$ cat src/hw/rtl/oal_pkg.sv
// Shared constants for the ordered array list: port field widths, command codes
// and the operation codes that the control logic broadcasts to the entry cells.
// No dependencies.
package oal_pkg;

  // Fixed widths of the position and word fields on the ports.
  localparam int POS_W  = 5;
  localparam int WORD_W = 32;

  // Command codes.
  localparam logic [1:0] CMD_INSERT = 2'd0;
  localparam logic [1:0] CMD_DELETE = 2'd1;
  localparam logic [1:0] CMD_GET    = 2'd2;
  localparam logic [1:0] CMD_LOCATE = 2'd3;

  // Operations that every cell of the chain carries out.
  localparam logic [1:0] CELL_HOLD   = 2'd0;
  localparam logic [1:0] CELL_ROTATE = 2'd1;
  localparam logic [1:0] CELL_INSERT = 2'd2;
  localparam logic [1:0] CELL_DELETE = 2'd3;

endpackage

$ cat src/hw/rtl/oal_cell.sv
// One entry cell of the ordered array list chain.
// Depends on oal_pkg for the cell operation codes.
module oal_cell #(
  parameter int DATA_WIDTH = 32,
  parameter int CNT_W      = 5,
  parameter int INDEX      = 0
) (
  input  logic                  clk,
  input  logic [1:0]            mode,
  input  logic [CNT_W-1:0]      pos,
  input  logic [CNT_W-1:0]      len,
  input  logic [DATA_WIDTH-1:0] new_word,
  input  logic [DATA_WIDTH-1:0] word_lo,
  input  logic [DATA_WIDTH-1:0] word_hi,
  output logic [DATA_WIDTH-1:0] word
);

  // This cell's 0-based index, and its 1-based list position.
  localparam logic [CNT_W-1:0] IDX  = CNT_W'(INDEX);
  localparam logic [CNT_W-1:0] IDX1 = CNT_W'(INDEX + 1);

  logic [DATA_WIDTH-1:0] word_next;

  always_comb begin
    word_next = word;
    case (mode)
      oal_pkg::CELL_HOLD: begin
        word_next = word;
      end
      oal_pkg::CELL_ROTATE: begin
        word_next = word_hi;
      end
      oal_pkg::CELL_INSERT: begin
        // The target cell loads the new word; cells above it, up to the cell just past
        // the old end of the list, take the word from the cell below.
        if (IDX1 == pos) begin
          word_next = new_word;
        end else if (IDX >= pos && IDX <= len) begin
          word_next = word_lo;
        end
      end
      oal_pkg::CELL_DELETE: begin
        // Everything from the removed position upwards moves down by one.
        if (IDX1 >= pos) begin
          word_next = word_hi;
        end
      end
      default: begin
        word_next = word;
      end
    endcase
  end

  always_ff @(posedge clk) begin
    word <= word_next;
  end

endmodule

$ cat src/hw/rtl/ordered_array_list.sv
// Ordered array list: a chain of entry cells with a small sequencer in front.
// Depends on oal_pkg and oal_cell.
//
//   Channel | Signals                                    | Direction
//   --------+--------------------------------------------+----------
//   in      | in_valid, in_ready, command, position,      | to block
//           | value                                      |
//   out     | out_valid, out_ready, ok, element,          | from block
//           | found_at, count                            |
//
// Insert, and any command that fails its position check, goes from acceptance
// straight to the completion state, which loads the output register. Get and
// locate pass through the scan state first, and delete through scan and shift:
// the whole chain rotates once past the head cell, which holds the only read
// port and comparator. A new word is accepted as soon as the previous result has
// moved to the output register, even while that result is stalled. Reset clears
// the length and the handshake state; the entries are not cleared.
module ordered_array_list #(
  parameter int DEPTH      = 16,
  parameter int DATA_WIDTH = 32
) (
  input  logic                              clk,
  input  logic                              rst,
  input  logic                              in_valid,
  output logic                              in_ready,
  input  logic [1:0]                        command,
  input  logic [oal_pkg::POS_W-1:0]         position,
  input  logic signed [oal_pkg::WORD_W-1:0] value,
  output logic                              out_valid,
  input  logic                              out_ready,
  output logic                              ok,
  output logic signed [oal_pkg::WORD_W-1:0] element,
  output logic [oal_pkg::POS_W-1:0]         found_at,
  output logic [oal_pkg::POS_W-1:0]         count
);

  localparam int CNT_W = $clog2(DEPTH + 1);
  localparam int IDX_W = $clog2(DEPTH);
  localparam int PW    = oal_pkg::POS_W;
  localparam int WW    = oal_pkg::WORD_W;
  localparam int CMP_W = (CNT_W > PW) ? CNT_W : PW;

  localparam logic [1:0] ST_IDLE  = 2'd0;
  localparam logic [1:0] ST_SCAN  = 2'd1;
  localparam logic [1:0] ST_SHIFT = 2'd2;
  localparam logic [1:0] ST_DONE  = 2'd3;

  logic [1:0]            state;
  logic [CNT_W-1:0]      len;
  logic [IDX_W-1:0]      cnt;
  logic [1:0]            cmd_q;
  logic [CNT_W-1:0]      pos_q;
  logic [DATA_WIDTH-1:0] val_q;
  logic                  res_ok;
  logic [DATA_WIDTH-1:0] res_elem;
  logic [CNT_W-1:0]      res_found;

  logic                  accept;
  logic [CMP_W-1:0]      pos_c;
  logic [CMP_W-1:0]      len_c;
  logic                  ins_ok;
  logic                  rd_ok;
  logic [DATA_WIDTH-1:0] new_word;
  logic [1:0]            cell_mode;
  logic [CNT_W-1:0]      cell_pos;
  logic [DATA_WIDTH-1:0] words [DEPTH];
  logic [DATA_WIDTH-1:0] head;

  assign in_ready = (state == ST_IDLE);
  assign accept   = in_valid && in_ready;
  assign pos_c    = CMP_W'(position);
  assign len_c    = CMP_W'(len);
  assign ins_ok   = (pos_c != '0) && (pos_c <= len_c + CMP_W'(1)) &&
                    (len != CNT_W'(DEPTH));
  assign rd_ok    = (pos_c != '0) && (pos_c <= len_c);
  assign new_word = DATA_WIDTH'($unsigned(value));
  assign head     = words[0];

  // An insert shifts the chain in the cycle it is accepted; a valid position
  // always fits the cell position width.
  always_comb begin
    cell_mode = oal_pkg::CELL_HOLD;
    cell_pos  = pos_q;
    case (state)
      ST_IDLE: begin
        if (accept && command == oal_pkg::CMD_INSERT && ins_ok) begin
          cell_mode = oal_pkg::CELL_INSERT;
          cell_pos  = CNT_W'(position);
        end
      end
      ST_SCAN: begin
        cell_mode = oal_pkg::CELL_ROTATE;
      end
      ST_SHIFT: begin
        cell_mode = oal_pkg::CELL_DELETE;
      end
      default: begin
        cell_mode = oal_pkg::CELL_HOLD;
      end
    endcase
  end

  for (genvar i = 0; i < DEPTH; i++) begin : g_cell
    oal_cell #(
      .DATA_WIDTH (DATA_WIDTH),
      .CNT_W      (CNT_W),
      .INDEX      (i)
    ) u_cell (
      .clk      (clk),
      .mode     (cell_mode),
      .pos      (cell_pos),
      .len      (len),
      .new_word (new_word),
      .word_lo  (words[(i + DEPTH - 1) % DEPTH]),
      .word_hi  (words[(i + 1) % DEPTH]),
      .word     (words[i])
    );
  end

  always_ff @(posedge clk) begin
    if (rst) begin
      state     <= ST_IDLE;
      len       <= '0;
      out_valid <= 1'b0;
    end else begin
      // The completion state reloads the output itself when it hands over.
      if (out_valid && out_ready && state != ST_DONE) begin
        out_valid <= 1'b0;
      end
      case (state)
        ST_IDLE: begin
          if (accept) begin
            cmd_q     <= command;
            pos_q     <= CNT_W'(position);
            val_q     <= new_word;
            res_elem  <= '0;
            res_found <= '0;
            cnt       <= '0;
            if (command == oal_pkg::CMD_INSERT) begin
              res_ok <= ins_ok;
              if (ins_ok) begin
                len <= len + CNT_W'(1);
              end
              state <= ST_DONE;
            end else if (command == oal_pkg::CMD_LOCATE) begin
              res_ok <= 1'b1;
              state  <= ST_SCAN;
            end else begin
              res_ok <= rd_ok;
              state  <= rd_ok ? ST_SCAN : ST_DONE;
            end
          end
        end
        ST_SCAN: begin
          // At scan step k the head cell holds the entry at index k.
          cnt <= cnt + IDX_W'(1);
          if (cmd_q != oal_pkg::CMD_LOCATE && CNT_W'(cnt) + CNT_W'(1) == pos_q) begin
            res_elem <= head;
          end
          if (cmd_q == oal_pkg::CMD_LOCATE && res_found == '0 &&
              CNT_W'(cnt) < len && head == val_q) begin
            res_found <= CNT_W'(cnt) + CNT_W'(1);
          end
          if (cnt == IDX_W'(DEPTH - 1)) begin
            state <= (cmd_q == oal_pkg::CMD_DELETE) ? ST_SHIFT : ST_DONE;
          end
        end
        ST_SHIFT: begin
          len   <= len - CNT_W'(1);
          state <= ST_DONE;
        end
        ST_DONE: begin
          if (!out_valid || out_ready) begin
            ok        <= res_ok;
            element   <= WW'($signed(res_elem));
            found_at  <= PW'(res_found);
            count     <= PW'(len);
            out_valid <= 1'b1;
            state     <= ST_IDLE;
          end
        end
        default: begin
          state <= ST_IDLE;
        end
      endcase
    end
  end

  a_len_bound: assert property (@(posedge clk) disable iff (rst)
    len <= CNT_W'(DEPTH))
    else $error("list length beyond capacity");

  a_insert_grows: assert property (@(posedge clk) disable iff (rst)
    (accept && command == oal_pkg::CMD_INSERT && ins_ok) |=>
      (len == $past(len) + CNT_W'(1)))
    else $error("successful insert did not grow the list");

  a_scan_steps: assert property (@(posedge clk) disable iff (rst)
    (state == ST_SCAN && cnt != IDX_W'(DEPTH - 1)) |=>
      (state == ST_SCAN && cnt == $past(cnt) + IDX_W'(1)))
    else $error("rotation pass ended early or skipped a step");

  a_result_from_done: assert property (@(posedge clk) disable iff (rst)
    $rose(out_valid) |-> $past(state == ST_DONE))
    else $error("result word loaded outside the completion state");

  a_fail_is_clean: assert property (@(posedge clk) disable iff (rst)
    (out_valid && !ok) |-> (element == '0 && found_at == '0))
    else $error("failed command carries a non-zero result");

endmodule
$ cat config.mk
export PLATFORM = sky130hd
export DESIGN_NAME = ordered_array_list
export DESIGN_NICKNAME = d
export VERILOG_FILES = /design/src/hw/rtl/oal_pkg.sv /design/src/hw/rtl/oal_cell.sv /design/src/hw/rtl/ordered_array_list.sv
export SDC_FILE = /design/constraint.sdc
export NUM_CORES = 2
export LEC_CHECK = 0
export BUFFER_PORTS_ARGS = -buffer_cell sky130_fd_sc_hd__buf_2
export CORE_AREA = 3 3 437 223
export DETAILED_ROUTE_END_ITERATION = 8
export DIE_AREA = 0 0 440 226
export PLACE_DENSITY = 0.47
export SLEW_MARGIN = 20
export SYNTH_ARGS = -nofsm -noshare
export SYNTH_HDL_FRONTEND = slang
export SYNTH_SLANG_ARGS = --single-unit
$ cat constraint.sdc
create_clock -name clk -period 9 [get_ports clk]
set_clock_uncertainty 0.1 [all_clocks]
set_input_delay 0.9 -clock clk [delete_from_list [all_inputs] [get_ports clk]]
set_output_delay 0.9 -clock clk [all_outputs]
set_load 0.01 [all_outputs]
# --- Yosys cells after proc, flatten, opt, wreduce, memory -nomap -nowiden ---
# Cells that the tools add are included.
word_totals:
  output_inout_bits: 45
  ram_bits: 0
  rom_bits: 0
  wordCells: 295
  n_memories: 0
  latch_bits: 0
  ff_bits: 644
  inputBits: 43
op_classes:
  order_cmp: 36
  div: 0
  mul: 0
  shift: 0
  reduce_logical: 60
  muxes: 93
  add_sub_neg: 4
  n_bitwise: 2
  n_eq_ne: 70
ops:
  columns: ["operator", "count"]
  rows:
  - ["32-bit 2-to-1 mux", 50]
  - ["32-bit one-hot mux with 3 select lines", 16]
  - ["32-bit one-hot mux with 2 select lines", 1]
  - ["3-bit AND reduction", 20]
  - ["3-bit by 1-bit != test with 1-bit output (second input constant)", 16]
  - ["4-bit by 5-bit equality test with 1-bit output (first input constant)", 8]
  - ["4-bit by 5-bit greater-or-equal comparator with 1-bit output (first input constant)", 8]
  - ["4-bit by 5-bit <= comparator with 1-bit output (first input constant)", 8]
  - ["2-bit by 1-bit != test with 1-bit output (second input constant)", 19]
  - ["5-bit 2-to-1 mux", 7]
  - ["32-bit equality test", 1]
  - ["1-bit logical AND", 28]
  - ["3-bit by 5-bit equality test with 1-bit output (first input constant)", 4]
  - ["3-bit by 5-bit greater-or-equal comparator with 1-bit output (first input constant)", 4]
  - ["3-bit by 5-bit <= comparator with 1-bit output (first input constant)", 4]
  - ["5-bit one-hot mux with 2 select lines", 2]
  - ["2-bit 2-to-1 mux", 7]
  - ["2-bit equality test (second input constant)", 6]
  - ["2-bit != test (second input constant)", 6]
  - ["4-bit AND reduction", 3]
  - ["2-bit by 5-bit equality test with 1-bit output (first input constant)", 2]
  - ["1-bit by 5-bit greater-or-equal comparator with 1-bit output (first input constant)", 2]
  - ["2-bit by 5-bit greater-or-equal comparator with 1-bit output (first input constant)", 2]
  - ["1-bit by 5-bit <= comparator with 1-bit output (first input constant)", 2]
  - ["26 further kinds", 39]

# --- Depth between registers and ports, before layout ---
logic_depth:
  ltp_word: 12
  ltp_mapped: 17
  ltp_nobuf: 12

# --- By module ---
# A second synthesis with hierarchy kept.
hier_totals:
  hier_cells: 3347
  hier_area_um2: 35382.7
modules_own_cells:
  columns: ["mod", "cells_per_inst", "n_inst", "seq_area_each_um2", "area_each_um2"]
  rows:
  - ["ordered_array_list", 350, 1, 3883.7, 5431.5]
  - ["oal_cell (g_cell[11].u_cell)", 193, 1, 960.9, 2021.9]
  - ["oal_cell (g_cell[4].u_cell)", 194, 1, 960.9, 2019.4]
  - ["oal_cell (g_cell[5].u_cell)", 191, 1, 960.9, 2014.4]
  - ["oal_cell (g_cell[1].u_cell)", 191, 1, 960.9, 2009.4]
  - ["oal_cell (g_cell[3].u_cell)", 190, 1, 960.9, 1975.6]
  - ["oal_cell (g_cell[7].u_cell)", 193, 1, 960.9, 1866.8]
  - ["oal_cell (g_cell[14].u_cell)", 187, 1, 960.9, 1865.5]
  - ["oal_cell (g_cell[6].u_cell)", 188, 1, 960.9, 1835.5]
  - ["oal_cell (g_cell[15].u_cell)", 190, 1, 960.9, 1825.5]
  - ["oal_cell (g_cell[12].u_cell)", 189, 1, 960.9, 1820.5]
  - ["oal_cell (g_cell[8].u_cell)", 190, 1, 960.9, 1810.5]
  - ["oal_cell (g_cell[10].u_cell)", 190, 1, 960.9, 1809.2]
  - ["oal_cell (g_cell[13].u_cell)", 190, 1, 960.9, 1783.0]
  - ["3 more rows", null, null, null, null]

# --- Least setup slack after synthesis ---
# Ideal clock, no wire load.
synth_path:
  path_type: "reg2reg"
  startpoint: "register len[0]"
  endpoint: "register g_cell[14].u_cell.word[0] (enable)"
  arrival_time_ns: 5.301
  stages_incl_launch_ff: 15
  path_buffers: 2
  required_ns: 8.434
  setup_ns: 0.466
  period_less_slack_ns: 5.866
  slack_ns: 3.134
  path_cell_list: "dfxtp_1 > inv_1 > nor2_1 > nand2_1 > xnor2_1 > ha_1 > and4_1 > a221oi_2 > o211a_4 > nand2_4 > buf_2 > o21ai_2 > buf_4 > a31oi_1 > o21ai_0"
synth_via:
  elab_chain_len: 11
  word_cells_on_any_way: 22
  cone_classes: "add/sub (1); order compare (4); eq/ne (6); mux (4); bitwise (1); reduce/logical (6)"
synth_lines:
  columns: ["element", "line", "rtl"]
  rows:
  - ["from (decl)", "ordered_array_list.sv:49", "logic [CNT_W-1:0] len;"]
  - ["from (signal assigned)", "ordered_array_list.sv:142", "len <= len + CNT_W'(1);"]
  - ["from (signal assigned)", "ordered_array_list.sv:169", "len <= len - CNT_W'(1);"]
  - ["5-bit by 1-bit adder with 5-bit output", "ordered_array_list.sv:73", "assign ins_ok = (pos_c != '0) && (pos_c <= len_c + CMP_W'(1)) &&"]
  - ["5-bit <= comparator", "ordered_array_list.sv:73", null]
  - ["1-bit logical AND (2 in series)", "ordered_array_list.sv:73", null]
  - ["1-bit logical AND", "ordered_array_list.sv:86", "if (accept && command == oal_pkg::CMD_INSERT && ins_ok) begin"]
  - ["5-bit 2-to-1 mux", "ordered_array_list.sv:86", null]
  - ["5-bit 2-to-1 mux", "ordered_array_list.sv:84", "case (state)"]
  - ["4-bit by 5-bit greater-or-equal comparator with 1-bit output", "oal_cell.sv:38", "end else if (IDX >= pos && IDX <= len) begin"]
  - ["1-bit logical AND", "oal_cell.sv:38", null]
  - ["3-bit by 1-bit != test with 1-bit output (no line)", null, null]
  - ["3-bit AND reduction (no line) (*)", null, null]
  - ["to (signal assigned)", "oal_cell.sv:55", "word <= word_next;"]
  - ["to (decl)", "oal_cell.sv:15", "output logic [DATA_WIDTH-1:0] word"]
# Mark *: on every way between the ends. The rest lies on a longest branch, timed or not.
# A chain may end at the register's enable or synchronous reset.

# --- Worst setup path in the final report ---
layout_path:
  startpoint: "register len[0]"
  endpoint: "register g_cell[7].u_cell.word[6] (enable)"
layout_via:
  elab_chain_len: 11
  word_cells_on_any_way: 22
  cone_classes: "add/sub (1); order compare (4); eq/ne (6); mux (4); bitwise (1); reduce/logical (6)"
layout_lines:
  columns: ["element", "line"]
  rows:
  - ["5-bit by 1-bit adder with 5-bit output", "ordered_array_list.sv:73"]
  - ["5-bit <= comparator", "ordered_array_list.sv:73"]
  - ["1-bit logical AND (2 in series)", "ordered_array_list.sv:73"]
  - ["1-bit logical AND", "ordered_array_list.sv:86"]
  - ["5-bit 2-to-1 mux", "ordered_array_list.sv:86"]
  - ["5-bit 2-to-1 mux", "ordered_array_list.sv:84"]
  - ["3-bit by 5-bit greater-or-equal comparator with 1-bit output", "oal_cell.sv:38"]
  - ["1-bit logical AND", "oal_cell.sv:38"]
  - ["3-bit by 1-bit != test with 1-bit output (no line)", null]
  - ["3-bit AND reduction (no line) (*)", null]
  - ["to (signal assigned)", "oal_cell.sv:55"]
  - ["to (decl)", "oal_cell.sv:15"]
# Marked as above.

==> impl_metrics.py <==
metrics = {
    "routing": {
        "ant_nets": 0,
        "wl_um": 100400,
        "dr.pass1.iters": 6,
        "avgViaCountPerCell": 5.421,
        "detail_route.wl_per_cell_um": 24.49,
        "num_vias": 22233,
        "drc": 0,
        "initialDrtViolationCount": 2086,
    },
    "worst_setup_path": {
        "startpoint_type": "register",
        "path_class": "register to register",
        "r2r_cells": 14,
        "crit_fanout": 33,
        "crit_start": "len[0]",
        "crit_arrival_ns": 6.15,
        "rr_startpoint": "len[0]",
        "worstPathRequired_ns": 9.18,
        "endpoint_kind": "register",
    },
    "timing": {
        "max_freq_mhz": 167.6,
        "hold_slack_ns": 0.3180,
        "rsz0062_at_grt": "no",
        "tns_ns": 0,
        "slew_headroom": 0.2639,
        "tightest_slew_ns": 1.094,
        "period_minus_slack_ns": 5.967,
        "min_period_over_period": 0.6630,
        "fin_ws_ns": 3.033,
        "final_max_slew_viol_count": 0,
        "hold_violations": 0,
        "setup_viol": 0,
    },
    "die": {
        "initial_core_util": 0.3516,
        "pin_count": 88,
        "rows": 79,
        "core-area_um2": 93210,
        "die_h_um": 226,
        "die_area_um2": 99440,
        "die_x_um": 440,
    },
    "flow_run": {
        "drv_cap": 0,
    },
    "logic_synthesis": {
        "avgSynthCellArea_um2": 11.61,
        "yosysSeqAreaShare": 0.5876,
        "synth.top_cell.area_share": 0.5827,
        "synth_edf_count": 636,
        "synthFlopType": "edfxtp_1",
        "synth_largest_area_cell": "edfxtp_1",
        "syn-num-nets": 2889,
        "netlist_instances": 2823,
        "synth_cell_types": 73,
        "synth_area_leaders": "edfxtp_1 (58%), mux2i_1 (16%), nand2_1 (6.3%), o21ai_1 (4.9%), o21ai_0 (3.2%)",
        "yosys_register_bits": 644,
        "synth-warning-count": 0,
        "synth.cell_area_um2": 32770,
        "async_flop_share": 0,
    },
    "global_routing": {
        "grt_overflow": 0,
        "grt_pass1_vias": 21369,
        "grt_max_degree": 262,
        "track_usage": 0.1989,
        "grt_pass1_wl_um": 146400,
        "antenna_found_initial": 6,
    },
    "placed_design": {
        "place_congestion": 0.8735,
        "dp_hpwl_um": 56760,
        "port-buffer-count": 87,
        "post-place-ws_ns": 3.044,
    },
    "power_and_ir_drop": {
        "power_density_nw_per_um2": 393.7,
        "leakage_nw": 14.72,
        "irDropWorstVdd_mv": 0.2880,
    },
    "min_path": {
        "min_delay_path_depth": 0,
        "min_from": "res_ok",
        "hp-class": "register to register",
    },
    "finish": {
        "antenna_cells": 0,
        "area_growth_pct": 11.11,
        "final_nets": 2860,
        "drive_gt1_frac": 0.09698,
    },
    "cts": {
        "tritoncts": "done",
        "ctsHoldBuffers": 0,
        "cts.clk_slew.worst_paths_ns": 0.06,
        "post_cts_buffers": 0,
        "post_cts_resized": 0,
        "cts_root_buffer": "clkbuf_16",
        "htree_levels": 3,
        "cts_buffers": 67,
        "clk_latency_ns": 0.65,
        "clockBufferDepth": 3,
        "clock-sinks": 644,
    },
    "run_status": {
        "status": "finished, final reports clean",
    },
}
synthesized netlist by cell type (3+ instances only):
| master | n |
|---|---|
| xnor2_1 | 28 |
| nor3_1 | 13 |
| mux2i_1 | 514 |
| a211o_1 | 3 |
| a31oi_1 | 8 |
| o21ai_1 | 322 |
| nor2b_1 | 9 |
| inv_1 | 17 |
| edfxtp_1 | 636 |
| dfxtp_1 | 8 |
| ha_1 | 23 |
| o21ai_0 | 208 |
| nor2_1 | 42 |
| a21o_1 | 5 |
| nor4_1 | 8 |
| mux2i_2 | 5 |
| a211oi_1 | 6 |
| and2_1 | 35 |
| mux2_2 | 3 |
| xor2_1 | 16 |
| buf_4 | 23 |
| buf_6 | 4 |
| nand4_1 | 10 |
| clkbuf_1 | 109 |
| o211ai_1 | 4 |
| nand2b_1 | 8 |
| nand2_1 | 551 |
| a21oi_1 | 28 |
| or3_1 | 5 |
| nor3b_1 | 4 |
| buf_2 | 94 |
| nand3_1 | 21 |
state kept, by name, summed over array words and instances (netlist names), 5 cells and up:
register,flops
element,32
val_q,32
res_found,5
len,5
found_at,5
count,5
g_cell.u_cell.word,512
pos_q,5
res_elem,32
layer usage:
metal / vias up / part of all wire / global-route usage
met3: 128 / 0.049 / 0.02695
met1: 11244 / 0.52 / 0.3163
met5: - / 0.00034 / 0
met2: 592 / 0.41 / 0.2796
met4: 6 / 0.022 / 0.05162
li1: 10263 / - / -
worst paths after layout:
| check | to | slack [ns] |
|---|---|---|
| max reg2reg | g_cell[7].u_cell.word[6] | 3.03 |
| max | g_cell[7].u_cell.word[6] | 3.03 |
| min reg2reg | ok | 0.32 |
| min | ok | 0.32 |
power by group:
| part | internal, mW | switching, mW | total, mW |
|---|---|---|---|
| registers | 5.73 | 0.844 | 6.57 |
| logic | 1.48 | 3.50 | 4.99 |
| clock network | 1.53 | 1.24 | 2.78 |
cells by family after synthesis:
kind of cell / count (synthesis) / synth area share
compound gates: 619 / 0.1028
xor+xnor: 44 / 0.01176
fa+ha+maj: 23 / 0.008781
buf+inv: 248 / 0.03558
flops: 644 / 0.5876
mux: 523 / 0.1608
simple gates: 722 / 0.09269
worst max-delay path, stage by stage, from the launching register on:
cell,delay [ns]
dfxtp_1,0.52
inv_1,0.24
nor2_1,0.38
nand2_1,0.16
xnor2_1,0.17
ha_1,0.29
and4_1,0.21
a221oi_2,0.34
o211ai_2,0.24
or4_4,0.56
o41ai_4,0.06
buf_4,0.78
nor2_1,0.17
a21oi_4,0.76
buf_4,0.56
through the flow:
| stage | std cells | instance area (um^2) | utilization | total power, mW |
|---|---|---|---|---|
| after floorplan | 2823 | 32770 | - | 9.569 |
| after global placement | 3980 | 34300 | 0.3680 | 11.54 |
| after detailed placement | 3980 | 34300 | 0.3680 | 11.62 |
| after CTS | 4101 | 36410 | 0.3907 | 14.46 |
| after global routing | 4101 | 36410 | 0.3907 | 15.28 |
| final | 4101 | 36410 | 0.3907 | 14.34 |
area by class of cell:
class | instances | area [um^2]
clock inverter | 33 | 281.5
multi-input combinational | 1931 | 12580
tap | 1255 | 1570
fill | 9098 | 56800
inverter | 17 | 63.81
sequential | 644 | 19260
timing repair buffer | 133 | 830.8
clock buffer | 88 | 1829
cells in the final DEF, fill, tap and decap left out, types with 4 or more instances in the layout:
cell type / n
edfxtp_1: 636
nand2_1: 551
mux2i_1: 514
o21ai_1: 322
o21ai_0: 207
buf_2: 87
clkbuf_16: 70
buf_4: 42
nor2_1: 38
and2_1: 35
xnor2_1: 28
a21oi_1: 24
ha_1: 22
nand3_1: 21
inv_1: 17
clkbuf_1: 17
xor2_1: 16
nor3_1: 13
nand4_1: 10
clkinv_1: 10
clkinv_2: 10
nor2b_1: 9
nand2b_1: 8
nor4_1: 8
dfxtp_1: 8
a31oi_1: 7
mux2i_4: 6
or3_1: 5
nor2_4: 5
a21oi_4: 5
a211oi_1: 5
a31oi_4: 4
o211ai_1: 4
a21o_1: 4
inv_6: 4
buf_12: 4
Note: power is estimated with default switching activity, not from simulation.
